## config.mk

```make
export PLATFORM = sky130hd
export DESIGN_NAME = spi_register_frame_crc8_engine
export DESIGN_NICKNAME = d
export VERILOG_FILES = /design/src/design/sfce_pkg.sv /design/src/design/spi_register_frame_crc8_engine.sv /design/src/design/sfce_ram.sv /design/src/design/sfce_err_bank.sv /design/src/design/sfce_codec.sv
export SDC_FILE = /design/constraint.sdc
export NUM_CORES = 1
export LEC_CHECK = 0
export BUFFER_PORTS_ARGS = -buffer_cell sky130_fd_sc_hd__clkbuf_2
export CAP_MARGIN = 20
export CORE_MARGIN = 1
export CORE_UTILIZATION = 23
export CTS_CLUSTER_SIZE = 12
export DETAILED_ROUTE_END_ITERATION = 8
export PLACE_DENSITY = 0.38
export RECOVER_POWER = 100
export SLEW_MARGIN = 20
export SYNTH_ARGS = -nofsm -noshare
export SYNTH_HDL_FRONTEND = slang
export SYNTH_SLANG_ARGS = --single-unit
```

## constraint.sdc

```tcl
create_clock -name clock -period 5.4 [get_ports clock]
set_input_delay 0.54 -clock clock [delete_from_list [all_inputs] [get_ports clock]]
set_output_delay 0.54 -clock clock [all_outputs]
set_load 0.01 [all_outputs]
```

## src/design/sfce_pkg.sv

```systemverilog
// ----------------------------------------------------------------------------
// sfce_pkg
// Shared types, codes, access table and CRC-8 helper for the register
// frame engine.
// ----------------------------------------------------------------------------
package sfce_pkg;

   typedef struct packed {
      logic [1:0] cmd;
      logic [5:0] device_id;
      logic [7:0] reg_index;
      logic [7:0] value;
      logic [7:0] count;
      logic       check_crc;
      logic       link_error;
   } req_type;

   typedef struct packed {
      logic [1:0]  kind;
      logic [7:0]  out_byte;
      logic [1:0]  status;
      logic [15:0] err_count;
      logic [7:0]  err_flags;
      logic        last;
   } rsp_type;

   typedef struct packed {
      logic       read_pending;
      logic [5:0] pending_device;
      logic [8:0] bytes_left;
      logic [7:0] running_crc;
      logic       pending_check;
   } state_type;

   typedef struct packed {
      logic none;
      logic start_read;
      logic check_upd;
   } ctl_type;

   localparam logic [1:0] CMD_WRITE  = 2'd0;
   localparam logic [1:0] CMD_READ   = 2'd1;
   localparam logic [1:0] CMD_RECV   = 2'd2;
   localparam logic [1:0] CMD_UNUSED = 2'd3;

   localparam logic [1:0] KIND_TX   = 2'd0;
   localparam logic [1:0] KIND_DATA = 2'd1;
   localparam logic [1:0] KIND_DONE = 2'd2;

   localparam logic [1:0] ST_OK        = 2'd0;
   localparam logic [1:0] ST_NO_ACCESS = 2'd1;
   localparam logic [1:0] ST_LINK_ERR  = 2'd2;
   localparam logic [1:0] ST_CRC_ERR   = 2'd3;

   localparam logic [1:0] ACC_READ  = 2'h1;
   localparam logic [1:0] ACC_WRITE = 2'h2;

   localparam logic [7:0] CRC_POLY = 8'h07;
   localparam int TABLE_SIZE = 80;

   localparam logic [1:0] ACCESS_TABLE [0:TABLE_SIZE-1] = '{
      2'd1, 2'd1, 2'd1, 2'd1, 2'd1, 2'd1, 2'd1, 2'd1,
      2'd1, 2'd1, 2'd1, 2'd1, 2'd1, 2'd1, 2'd1, 2'd1,
      2'd1, 2'd1, 2'd1, 2'd0, 2'd0, 2'd0, 2'd0, 2'd0,
      2'd0, 2'd0, 2'd0, 2'd0, 2'd0, 2'd0, 2'd0, 2'd0,
      2'd3, 2'd3, 2'd1, 2'd1, 2'd1, 2'd1, 2'd0, 2'd0,
      2'd0, 2'd0, 2'd0, 2'd0, 2'd0, 2'd0, 2'd0, 2'd0,
      2'd3, 2'd3, 2'd3, 2'd3, 2'd3, 2'd0, 2'd0, 2'd0,
      2'd0, 2'd0, 2'd3, 2'd3, 2'd2, 2'd3, 2'd0, 2'd3,
      2'd3, 2'd3, 2'd3, 2'd3, 2'd3, 2'd3, 2'd3, 2'd3,
      2'd1, 2'd1, 2'd1, 2'd1, 2'd0, 2'd0, 2'd0, 2'd0
   };

   function automatic logic [1:0] access_of(input logic [7:0] reg_index);
      logic [1:0] acc;
      acc = 2'd0;
      if (reg_index < 8'(TABLE_SIZE)) begin
         acc = ACCESS_TABLE[reg_index[6:0]];
      end
      return acc;
   endfunction

   // MSB first, no final xor
   function automatic logic [7:0] crc8_byte(input logic [7:0] crc, input logic [7:0] b);
      logic [7:0] c;
      c = crc ^ b;
      for (int k = 0; k < 8; k++) begin
         c = c[7] ? ((c << 1) ^ CRC_POLY) : (c << 1);
      end
      return c;
   endfunction

endpackage

```

## src/design/spi_register_frame_crc8_engine.sv

```systemverilog
// ----------------------------------------------------------------------------
// spi_register_frame_crc8_engine
// Host-side register framing with CRC-8 (poly 0x07) for a daisy-chained
// cell monitor, including read-back CRC checking and error counters.
// ----------------------------------------------------------------------------
// Usage:
//   req_*  : one item per request or received byte, valid/ready.
//   rsp_*  : result items (transmit byte, read data byte, done), valid/ready;
//            rsp_data.last marks the final result of each request item.
//   An accepted item sits in the input register; its results are produced
//   one per cycle into the output register while it is free or rsp_ready
//   is high. Results per item: write 5, granted read request 3, unchecked
//   final read byte 2, anything else 1, ignored items none. The output
//   register sets the pace, one result per cycle unless rsp_ready is low.
//   A new item is taken in the cycle its last result is registered, so
//   items follow back to back.
//   When rsp_ready is low the output register holds, the item in the input
//   register waits and req_ready drops once that register is occupied.
//   Reset clears the pending read, the error flags and the counters.
// ----------------------------------------------------------------------------
module spi_register_frame_crc8_engine
   import sfce_pkg::*;
#(
   parameter int NUM_DEVICES = 8
) (
   input  logic    clock,
   input  logic    reset,
   input  logic    req_valid,
   output logic    req_ready,
   input  req_type req_data,
   output logic    rsp_valid,
   input  logic    rsp_ready,
   output rsp_type rsp_data
);

   req_type    in_ff;
   logic       in_valid_ff;
   logic [2:0] idx_ff;
   logic [2:0] idx_in;
   state_type  state_ff;
   state_type  state_in;
   rsp_type    rsp_ff;
   logic       rsp_valid_ff;

   rsp_type     res;
   ctl_type     ctl;
   logic        out_load;
   logic        item_done;
   logic [7:0]  flags;
   logic [15:0] new_count;
   logic [7:0]  new_flags;

   assign out_load  = in_valid_ff && !ctl.none && (!rsp_valid_ff || rsp_ready);
   assign item_done = in_valid_ff && (ctl.none || (out_load && res.last));
   assign req_ready = !in_valid_ff || item_done;

   sfce_codec u_codec (
      .item      (in_ff),
      .idx       (idx_ff),
      .state     (state_ff),
      .flags     (flags),
      .new_count (new_count),
      .new_flags (new_flags),
      .res       (res),
      .ctl       (ctl),
      .state_in  (state_in)
   );

   sfce_err_bank #(
      .NUM_DEVICES (NUM_DEVICES)
   ) u_err_bank (
      .clock     (clock),
      .reset     (reset),
      .rd_en     (item_done && ctl.start_read),
      .rd_dev    (in_ff.device_id),
      .upd_en    (item_done && ctl.check_upd),
      .upd_dev   (state_ff.pending_device),
      .upd_ok    (in_ff.value == state_ff.running_crc),
      .new_count (new_count),
      .new_flags (new_flags),
      .flags     (flags)
   );

   always_comb begin
      idx_in = idx_ff;
      if (item_done) begin
         idx_in = 3'd0;
      end else if (out_load) begin
         idx_in = idx_ff + 3'd1;
      end
   end

   always_ff @(posedge clock) begin
      if (reset) begin
         in_valid_ff  <= 1'b0;
         idx_ff       <= 3'd0;
         state_ff     <= '0;
         rsp_valid_ff <= 1'b0;
      end else begin
         idx_ff <= idx_in;
         if (req_ready) begin
            in_valid_ff <= req_valid;
         end
         if (item_done) begin
            state_ff <= state_in;
         end
         if (out_load) begin
            rsp_valid_ff <= 1'b1;
         end else if (rsp_ready) begin
            rsp_valid_ff <= 1'b0;
         end
      end
   end

   always_ff @(posedge clock) begin
      if (req_valid && req_ready) begin
         in_ff <= req_data;
      end
      if (out_load) begin
         rsp_ff <= res;
      end
   end

   assign rsp_valid = rsp_valid_ff;
   assign rsp_data  = rsp_ff;

`ifndef ASSERT_OFF
   a_idx_range: assert property (@(posedge clock) disable iff (reset)
      in_valid_ff |-> (idx_ff <= 3'd4))
      else $error("result position out of range");

   a_pending_bytes: assert property (@(posedge clock) disable iff (reset)
      state_ff.read_pending |-> (state_ff.bytes_left != 9'd0))
      else $error("pending read with no bytes left");

   a_last_rewinds: assert property (@(posedge clock) disable iff (reset)
      (out_load && res.last) |=> (idx_ff == 3'd0))
      else $error("position not cleared after last result");

   a_read_arms: assert property (@(posedge clock) disable iff (reset)
      (item_done && ctl.start_read) |=> state_ff.read_pending)
      else $error("granted read did not arm pending read");
`endif

endmodule

```

## src/design/sfce_ram.sv

```systemverilog
// ----------------------------------------------------------------------------
// sfce_ram
// Generic single write port, single read port RAM with registered read.
// ----------------------------------------------------------------------------
module sfce_ram #(
   parameter int WIDTH = 16,
   parameter int DEPTH = 8,
   localparam int AW = (DEPTH > 1) ? $clog2(DEPTH) : 1
) (
   input  logic             clock,
   input  logic             wr_en,
   input  logic [AW-1:0]    wr_addr,
   input  logic [WIDTH-1:0] wr_data,
   input  logic             rd_en,
   input  logic [AW-1:0]    rd_addr,
   output logic [WIDTH-1:0] rd_data
);

   logic [WIDTH-1:0] mem_ff [0:DEPTH-1];
   logic [WIDTH-1:0] rd_data_ff;

   always_ff @(posedge clock) begin
      if (wr_en) begin
         mem_ff[wr_addr] <= wr_data;
      end
      if (rd_en) begin
         rd_data_ff <= mem_ff[rd_addr];
      end
   end

   assign rd_data = rd_data_ff;

endmodule

```

## src/design/sfce_err_bank.sv

```systemverilog
// ----------------------------------------------------------------------------
// sfce_err_bank
// Per-device CRC error counters (RAM plus written bits) and the error flag
// register, with the saturating update computed ahead of commit.
// ----------------------------------------------------------------------------
module sfce_err_bank #(
   parameter int NUM_DEVICES = 8
) (
   input  logic        clock,
   input  logic        reset,
   input  logic        rd_en,
   input  logic [5:0]  rd_dev,
   input  logic        upd_en,
   input  logic [5:0]  upd_dev,
   input  logic        upd_ok,
   output logic [15:0] new_count,
   output logic [7:0]  new_flags,
   output logic [7:0]  flags
);

   localparam int IDX_W = (NUM_DEVICES > 1) ? $clog2(NUM_DEVICES) : 1;
   localparam logic [5:0] NDEV = 6'(NUM_DEVICES);

   logic [NUM_DEVICES-1:0] written_ff;
   logic [NUM_DEVICES-1:0] written_in;
   logic [7:0]             flags_ff;
   logic [5:0]             rd_m1;
   logic [5:0]             upd_m1;
   logic [IDX_W-1:0]       upd_idx;
   logic                   in_range;
   logic [15:0]            ram_q;
   logic [15:0]            cur_count;
   logic                   wr_en;

   assign rd_m1    = rd_dev - 6'd1;
   assign upd_m1   = upd_dev - 6'd1;
   assign upd_idx  = upd_m1[IDX_W-1:0];
   assign in_range = (upd_dev != 6'd0) && (upd_dev <= NDEV);
   assign wr_en    = upd_en && in_range;

   sfce_ram #(
      .WIDTH (16),
      .DEPTH (NUM_DEVICES)
   ) u_count_ram (
      .clock   (clock),
      .wr_en   (wr_en),
      .wr_addr (upd_idx),
      .wr_data (new_count),
      .rd_en   (rd_en),
      .rd_addr (rd_m1[IDX_W-1:0]),
      .rd_data (ram_q)
   );

   // unwritten entries read as zero
   assign cur_count = written_ff[upd_idx] ? ram_q : 16'd0;

   always_comb begin
      new_count = 16'd0;
      new_flags = flags_ff;
      if (in_range) begin
         if (upd_ok) begin
            new_count = 16'd0;
         end else if (cur_count == 16'hFFFF) begin
            new_count = cur_count;
         end else begin
            new_count = cur_count + 16'd1;
         end
         if (upd_m1 < 6'd8) begin
            new_flags[upd_m1[2:0]] = !upd_ok;
         end
      end
   end

   always_comb begin
      written_in = written_ff;
      if (wr_en) begin
         written_in[upd_idx] = 1'b1;
      end
   end

   always_ff @(posedge clock) begin
      if (reset) begin
         written_ff <= '0;
         flags_ff   <= 8'd0;
      end else begin
         written_ff <= written_in;
         if (upd_en) begin
            flags_ff <= new_flags;
         end
      end
   end

   assign flags = flags_ff;

`ifndef ASSERT_OFF
   a_flags_hold: assert property (@(posedge clock) disable iff (reset)
      !upd_en |=> $stable(flags_ff))
      else $error("flags changed without a CRC check");
`endif

endmodule

```

## src/design/sfce_codec.sv

```systemverilog
// ----------------------------------------------------------------------------
// sfce_codec
// Builds the result at a given position for the held item and works out
// the pending-read state that the item leaves behind.
// ----------------------------------------------------------------------------
module sfce_codec
   import sfce_pkg::*;
(
   input  req_type     item,
   input  logic [2:0]  idx,
   input  state_type   state,
   input  logic [7:0]  flags,
   input  logic [15:0] new_count,
   input  logic [7:0]  new_flags,
   output rsp_type     res,
   output ctl_type     ctl,
   output state_type   state_in
);

   logic       is_write;
   logic       grant;
   logic [7:0] b0;
   logic [7:0] b2;
   logic [7:0] crc_req;
   logic       crc_ok;

   assign is_write = (item.cmd == CMD_WRITE);
   assign grant    = (access_of(item.reg_index) & (is_write ? ACC_WRITE : ACC_READ)) != 2'd0;
   assign b0       = {1'b0, item.device_id, is_write};
   assign b2       = is_write ? item.value : item.count;
   assign crc_req  = crc8_byte(crc8_byte(crc8_byte(8'd0, b0), item.reg_index), b2);
   assign crc_ok   = (item.value == state.running_crc);

   always_comb begin
      res      = '0;
      ctl      = '0;
      state_in = state;
      unique case (item.cmd) inside
         CMD_WRITE, CMD_READ: begin
            state_in.read_pending = 1'b0;
            if (!grant) begin
               res.kind      = KIND_DONE;
               res.status    = ST_NO_ACCESS;
               res.err_flags = flags;
               res.last      = 1'b1;
            end else begin
               res.kind = KIND_TX;
               case (idx)
                  3'd0: res.out_byte = b0;
                  3'd1: res.out_byte = item.reg_index;
                  3'd2: begin
                     res.out_byte = b2;
                     res.last     = !is_write;
                  end
                  3'd3: res.out_byte = crc_req;
                  default: begin
                     res.kind      = KIND_DONE;
                     res.err_flags = flags;
                     res.last      = 1'b1;
                  end
               endcase
               if (!is_write) begin
                  ctl.start_read         = 1'b1;
                  state_in.read_pending   = 1'b1;
                  state_in.pending_device = item.device_id;
                  state_in.bytes_left     = 9'(item.count) + 9'd1;
                  state_in.running_crc    = crc_req;
                  state_in.pending_check  = item.check_crc;
               end
            end
         end
         CMD_RECV: begin
            if (!state.read_pending) begin
               ctl.none = 1'b1;
            end else if (item.link_error) begin
               state_in.read_pending = 1'b0;
               state_in.bytes_left   = 9'd0;
               res.kind      = KIND_DONE;
               res.status    = ST_LINK_ERR;
               res.err_flags = flags;
               res.last      = 1'b1;
            end else if (state.bytes_left > 9'd1) begin
               state_in.running_crc = crc8_byte(state.running_crc, item.value);
               state_in.bytes_left  = state.bytes_left - 9'd1;
               res.kind     = KIND_DATA;
               res.out_byte = item.value;
               res.last     = 1'b1;
            end else begin
               state_in.read_pending = 1'b0;
               state_in.bytes_left   = 9'd0;
               if (!state.pending_check) begin
                  if (idx == 3'd0) begin
                     res.kind     = KIND_DATA;
                     res.out_byte = item.value;
                  end else begin
                     res.kind      = KIND_DONE;
                     res.err_flags = flags;
                     res.last      = 1'b1;
                  end
               end else begin
                  ctl.check_upd = 1'b1;
                  res.kind      = KIND_DONE;
                  res.status    = crc_ok ? ST_OK : ST_CRC_ERR;
                  res.err_count = new_count;
                  res.err_flags = new_flags;
                  res.last      = 1'b1;
               end
            end
         end
         default: begin
            ctl.none = 1'b1;
         end
      endcase
   end

endmodule
```

Word level (Yosys, flattened, before mapping) --
Memory sizes are Yosys's and may differ from the RTL's. A register that Yosys moved wholly into a read port is not among the register bits. Cells that the tools add are included.
Word-level totals: memories 2, RAM bits 128, output and inout port bits 39, ROM bits 256, register bits after elaboration 117, logic and storage cells 224
Memories:
- (name not given) | words 128, bits a word 2, read ports 1, clocked after memory_dff 0, write ports 0, line sfce_pkg.sv:78 | acc = ACCESS_TABLE[reg_index[6:0]];
- u_err_bank.u_count_ram.mem_ff | words 8, bits a word 16, read ports 1, clocked after memory_dff 1, write ports 1, line sfce_ram.sv:19 | logic [WIDTH-1:0] mem_ff [0:DEPTH-1];
Cells by class: bitwise logic cells 41, multiplexer cells 100, reductions and logical operators 33, eq/ne operators 12, order comparisons 7, $add $sub $neg 6
Operators with widths (number):
- 3-bit two-way mux | 31
- 3-bit inverter | 31
- 16-bit two-way mux | 5
- 8-bit two-way mux | 10
- 9-bit two-way mux | 6
- 25-bit two-way mux | 2
- 37-bit two-way mux | 1
- 17-bit case mux with 2 select lines | 1
- 8-bit case mux with 4 select lines | 1
- 26-bit two-way mux | 1
- 12-bit case mux with 2 select lines | 1
- 8-bit XOR | 3
- 2-bit two-way mux | 11
- 1-bit two-way mux | 20
- 18-bit two-way mux | 1
- 9-bit case mux with 2 select lines | 1
- 17-bit two-way mux | 1
- 16-bit by 1-bit adder with 16-bit output, second input constant | 1
- 16-bit equality test, second input constant | 1
- 1-bit logical AND | 10
- 10-bit two-way mux | 1
- 8-bit by 1-bit adder with 9-bit output, second input constant | 1
- 9-bit by 1-bit > comparator with 1-bit output, second input constant | 1
- 9-bit by 1-bit subtractor with 9-bit output, second input constant | 1
- other kinds (38) | 56

Longest topological paths before layout --
depth after elaboration 52, mapped depth 12

Hierarchy --
From an unflattened synthesis, not the netlist that was laid out.
Unflattened totals: cells, all modules 981, area total of the unflattened synthesis 13226.4 um2
By module, submodules not included:
- sfce_ram | cells an instance 214, sequential area each 4324.1 um2, times used 1, area each 5454.0 um2
- spi_register_frame_crc8_engine | cells an instance 218, sequential area each 2732.6 um2, times used 1, area each 3637.2 um2
- sfce_codec | cells an instance 369, sequential area each 0.0 um2, times used 1, area each 2711.4 um2
- sfce_err_bank | cells an instance 180, sequential area each 320.3 um2, times used 1, area each 1423.9 um2

Worst setup path after synthesis --
No wires, ideal clock.
kind reg2reg, start point register in_ff[33] in the netlist's numbering, end point register state_ff[5] in the netlist's numbering, library setup time 0.130 ns, required time 5.270 ns, data arrival time 3.631 ns, stages on the path, launching flop included 8, slack 1.639 ns, period minus slack after synthesis 3.761 ns, cells stage by stage edfxtp_1 -> inv_1 -> o21ai_0 -> nor2_1 -> o221ai_2 -> buf_2 -> o211ai_1 -> o211ai_1
On the way: elaborated cells on any way between the ends 48, those cells by class eq/ne: 7; mux: 19; bitwise: 10; reduce/logical: 12
RTL lines:
- start, declared | line spi_register_frame_crc8_engine.sv:36 | req_type in_ff;
- start signal, assigned | line spi_register_frame_crc8_engine.sv:117 | in_ff <= req_data;
- 2-bit by 1-bit equality test with 1-bit output (no source line) or 2-bit zero test (tied branches)
- 2-bit OR reduction | line sfce_codec.sv:38 | unique case (item.cmd) inside
- 1-bit case mux with 2 select lines (*) | line sfce_codec.sv:38
- 1-bit zero test (*) | line spi_register_frame_crc8_engine.sv:53 | assign out_load = in_valid_ff && !ctl.none && (!rsp_valid_ff || rsp_ready);
- 1-bit logical AND (*) (2 in series) | line spi_register_frame_crc8_engine.sv:53
- via out_load | line spi_register_frame_crc8_engine.sv:47 | logic out_load;
- 1-bit logical AND (*) | line spi_register_frame_crc8_engine.sv:54 | assign item_done = in_valid_ff && (ctl.none || (out_load && res.last));
- 1-bit logical OR (*) | line spi_register_frame_crc8_engine.sv:54
- 1-bit logical AND (*) | line spi_register_frame_crc8_engine.sv:54
- 7-bit AND reduction (no source line) (*)
- end signal, assigned | line spi_register_frame_crc8_engine.sv:105 | state_ff <= state_in;
- end, declared | line spi_register_frame_crc8_engine.sv:40 | state_type state_ff;
The timed path passes the listed nets; every way through them passes the cells marked *. The select of a mux whose other input is x is not followed. A chain may end at the register's enable or synchronous reset.

Final worst setup path --
start point register state_ff[18] in the netlist's numbering, end point memory u_err_bank.u_count_ram.mem_ff[4][9] (data pin)
On the way: word-level cells in the longest chain between the ends 8, elaborated cells on any way between the ends 12, those cells by class add/sub: 2; order compare: 1; eq/ne: 1; mux: 6; reduce/logical: 2
Ends and longest elaborated chain:
- 6-bit by 1-bit subtractor with 6-bit output | line sfce_err_bank.sv:36 | assign upd_m1 = upd_dev - 6'd1;
- 1-bit binary-select mux with 3-bit select | line sfce_err_bank.sv:55 | assign cur_count = written_ff[upd_idx] ? ram_q : 16'd0;
- 1-bit two-way mux (not written as such) | line sfce_err_bank.sv:55
- 16-bit two-way mux | line sfce_err_bank.sv:55
- 16-bit by 1-bit adder with 16-bit output or 16-bit equality test (tied branches) | line sfce_err_bank.sv:66, sfce_err_bank.sv:63
- 16-bit two-way mux | line sfce_err_bank.sv:63 | end else if (cur_count == 16'hFFFF) begin
- 16-bit two-way mux | line sfce_err_bank.sv:61 | if (upd_ok) begin
- 16-bit two-way mux (*) | line sfce_err_bank.sv:60 | if (in_range) begin
- via new_count[9] | line spi_register_frame_crc8_engine.sv:50 | logic [15:0] new_count;
- end, declared | line sfce_ram.sv:19
Marks and branches as above.

==> impl_metrics.yaml <==
status:
  outcome: "finished, violations left"
  violations: "max-capacitance violations, max-slew violations"
cells_and_area:
  drive_above_1_share_pct: 14.3
  final_nets: 1055
  post-route-cell-area_sq_um: 14300
  flow.area_growth_from_synthesis_pct: 16.6
  antenna_cells: 0
  postLayoutCoreUtil_pct: 27.2
timing:
  timing.final.setup_violations: 0
  rsz0062_at_grt: "false"
  timing.setup.tns_ps: 0
  achievable-frequency_mhz: 219
  fin_skew_ps: 19.5
  fin_ws_ps: 842
  final-max-slew-violation-count: 92
  relSlewSlack_pct: -55.8
  timing_hold_violations_final: 0
  finalCritPeriodShare_pct: 84.4
  max_slew.worst_pin.slew_ps: 2330
  period_minus_slack_ps: 4560
worst_setup_path:
  critical_path_required_ps: 5720
  cp-startpoint: "state_ff[18]"
  critical_path_arrival_ps: 4880
  start_kind: "flip-flop"
  critical_path_peak_fanout: 14
  reg2reg_from: "state_ff[18]"
  path_class: "flip-flop to flip-flop"
  cp_endpoint_kind: "flip-flop"
power_and_ir_drop:
  power-per-cell-area_nw_per_um2: 332
  netSwitchingPower_mw: 1.18
  share_clk_of_total_power_pct: 43.4
  power.switching_fraction_pct: 24.9
  cellInternalPower_mw: 3.57
  ir_drop_mv: 0.236
  combinationalPowerShare_pct: 9.7
  p_seq_share_pct: 46.9
  static-leakage-power_nw: 4.32
routing:
  drt_pre_antenna_iters: 4
  remaining_drc_errors: 0
  detailedRoute.firstIterationViolations: 478
  avgRoutedWirePerCell_microns: 20.4
  via_density: 4.43
  num_vias: 7605
  antenna_violating_nets_post_route: 0
  postRouteWirelength_mm: 35.0
synthesis:
  synth_cell_type_count: 76
  top_post_synthesis_cells_by_count: "215 x edfxtp_1, 99 x nor2_1, 61 x nand2_1, 56 x xnor2_1, 46 x dfxtp_1"
  synthDominantCellAreaShare_pct: 52.6
  synth-edff-count: 215
  synthFlopType: "edfxtp_1"
  synth_async_sr_flop_share_pct: 0
  synth-compound-area-share_pct: 8.30
  synth_simple_gate_area_share_pct: 10.7
  syn-instance-count: 927
  combinational_family_with_the_most_area_after_synthesis: "simple AND/OR/NAND/NOR gates"
  synth_seq_area_share_pct: 60.1
  syn-cell-area_sq_um: 12300
  xor_xnor_share_of_the_synthesized_area_pct: 6.77
  yosys_warnings: 0
  synth_seq_cells: 261
  synth_top_cell_by_area: "edfxtp_1"
  top_count_cell_post_synth: "edfxtp_1"
  synthesis.nets: 979
  synth.area.top_cells: "edfxtp_1 53%, dfxtp_1 7.5%, mux4_2 6.2%, xnor2_1 4.0%, nor2_1 3.0%"
  synthAdderAreaFrac_pct: 1.43
  yosys-mux-area-fraction_pct: 10.5
  syn_avg_cell_area_sq_um: 13.2
clocking:
  cts_resized: 0
  cts.reportedPaths.clkPinSlew_ps: 60
  htree_num_levels: 1
  cts_inserted_buffers: 30
  clkLatencyLatePin_ps: 590
  post-cts-setup-buffer-count: 0
  tritoncts_num_sinks: 261
  postCtsHoldBufs: 0
  tritoncts: "done"
  cell_chosen_for_the_clock_root: "clkbuf_16"
  ctsLongestPathBuffers: 3
floorplan:
  fp.dieW_microns: 233
  floorplan.rows: 84
  die_height_microns: 233
  design.die.area_sq_um: 54300
  initial_core_utilization_pct: 23.3
  fp.coreArea_sq_um: 52700
  io-pin-count: 77
placement:
  placement.setup.worst_slack_ps: 981
  area_post_placement_sq_um: 13500
  finalWeightedCongestion: 0.756
  dpl.hpwl_mm: 22.8
  port_buffers: 76
global_routing:
  overflow: 0
  globalRouteTotalUtil_pct: 13.0
  grt_antenna_before_repair: 0
  grt_pass1_wl_mm: 52.5
  via_count_of_the_first_global_routing_pass: 7952
  largest_net_degree_at_the_start_of_global_routing: 43
min_path:
  timing.hold.worst.class: "input pin to flip-flop"
  worstHoldStart: "req_data[6]"
job:
  timing.max_cap.violations: 5
==> state kept, by name (all words and copies together), names as in the netlist <==
| name | flops |
|---|---|
| u_err_bank.flags | 8 |
| state_ff | 25 |
| idx_ff | 3 |
| in_ff | 34 |
| u_err_bank.u_count_ram.mem_ff | 128 |
| u_err_bank.u_count_ram.rd_data | 16 |
| in_valid_ff | 1 |
| rsp_data | 37 |
| u_err_bank.written_ff | 8 |
| rsp_valid | 1 |
==> final cells by class <==
cell class / count / area, sq um
Clock buffer: 42 / 856
Clock inverter: 14 / 151
Fill cell: 5453 / 38300
Inverter: 18 / 67.6
Multi-Input combinational cell: 603 / 4610
Sequential cell: 261 / 7380
Tap cell: 688 / 861
Timing Repair Buffer: 89 / 387
==> cell families (layout without fill, tap and decap cells) <==
logic type | count (synthesis) | count (layout)
simple gates | 267 | 267
flops | 261 | 261
compound gates | 149 | 149
xor+xnor | 89 | 89
mux | 84 | 84
buf+inv | 63 | 163
fa+ha+maj | 14 | 14
==> worst paths after layout <==
path,endpoint,cells past startpoint,slack [ps]
max,u_err_bank.u_count_ram.mem_ff[4][9],12,840
min,in_ff[6],1,130
max reg2reg,u_err_bank.u_count_ram.mem_ff[4][9],12,840
min reg2reg,u_err_bank.written_ff[6],1,480
==> stage by stage <==
stage                     power [mW]  hold WS, ps  std cells
final                           4.76          132       1715
after global routing            4.94          105       1715
after CTS                       4.84          102       1715
after detailed placement        2.75          462       1659
after global placement          2.75          461       1659
after floorplan                 2.58          435        927
==> layout by cell type (no fill, tap or decap), types with 14 or more instances in the layout <==
cell,count
mux4_2,34
nand3_1,17
ha_1,14
dfxtp_1,46
mux2i_1,31
clkbuf_16,30
a21oi_1,32
xnor2_1,56
edfxtp_1,215
nor2_1,97
o21ai_0,40
clkbuf_1,59
nor3_1,16
inv_1,18
clkbuf_2,33
nand2_1,61
xor2_1,28
==> layer usage <==
metal / vias up / global-route usage [%] / wire length, microns
li1: 3628 / - / -
met1: 3816 / 17.6 / 16700
met2: 120 / 21.9 / 16500
met3: 41 / 1.89 / 1070
met4: 0 / 2.92 / 677
met5: - / 0 / 0
==> power groups by stage <==
stage | Sequential, mW | Clock (mW) | Combinational, mW
floorplan | 2.25 | 0 | 0.336
global placement | 2.28 | 0 | 0.479
detailed placement | 2.28 | 0 | 0.475
CTS | 2.23 | 2.13 | 0.477
global route | 2.23 | 2.21 | 0.496
finish | 2.23 | 2.06 | 0.461
==> worst max-delay path: stages, from the launching register on <==
cell and delay (ps):
dfxtp_1 650, inv_1 160, ha_1 570, mux4_2 290
mux2_1 330, and2_1 220, ha_1 190, nand2_1 90
or3_1 360, o21ai_0 750, nor2_1 120, xnor2_1 180
nor2_1 380
(Power assumes the default switching activity.)
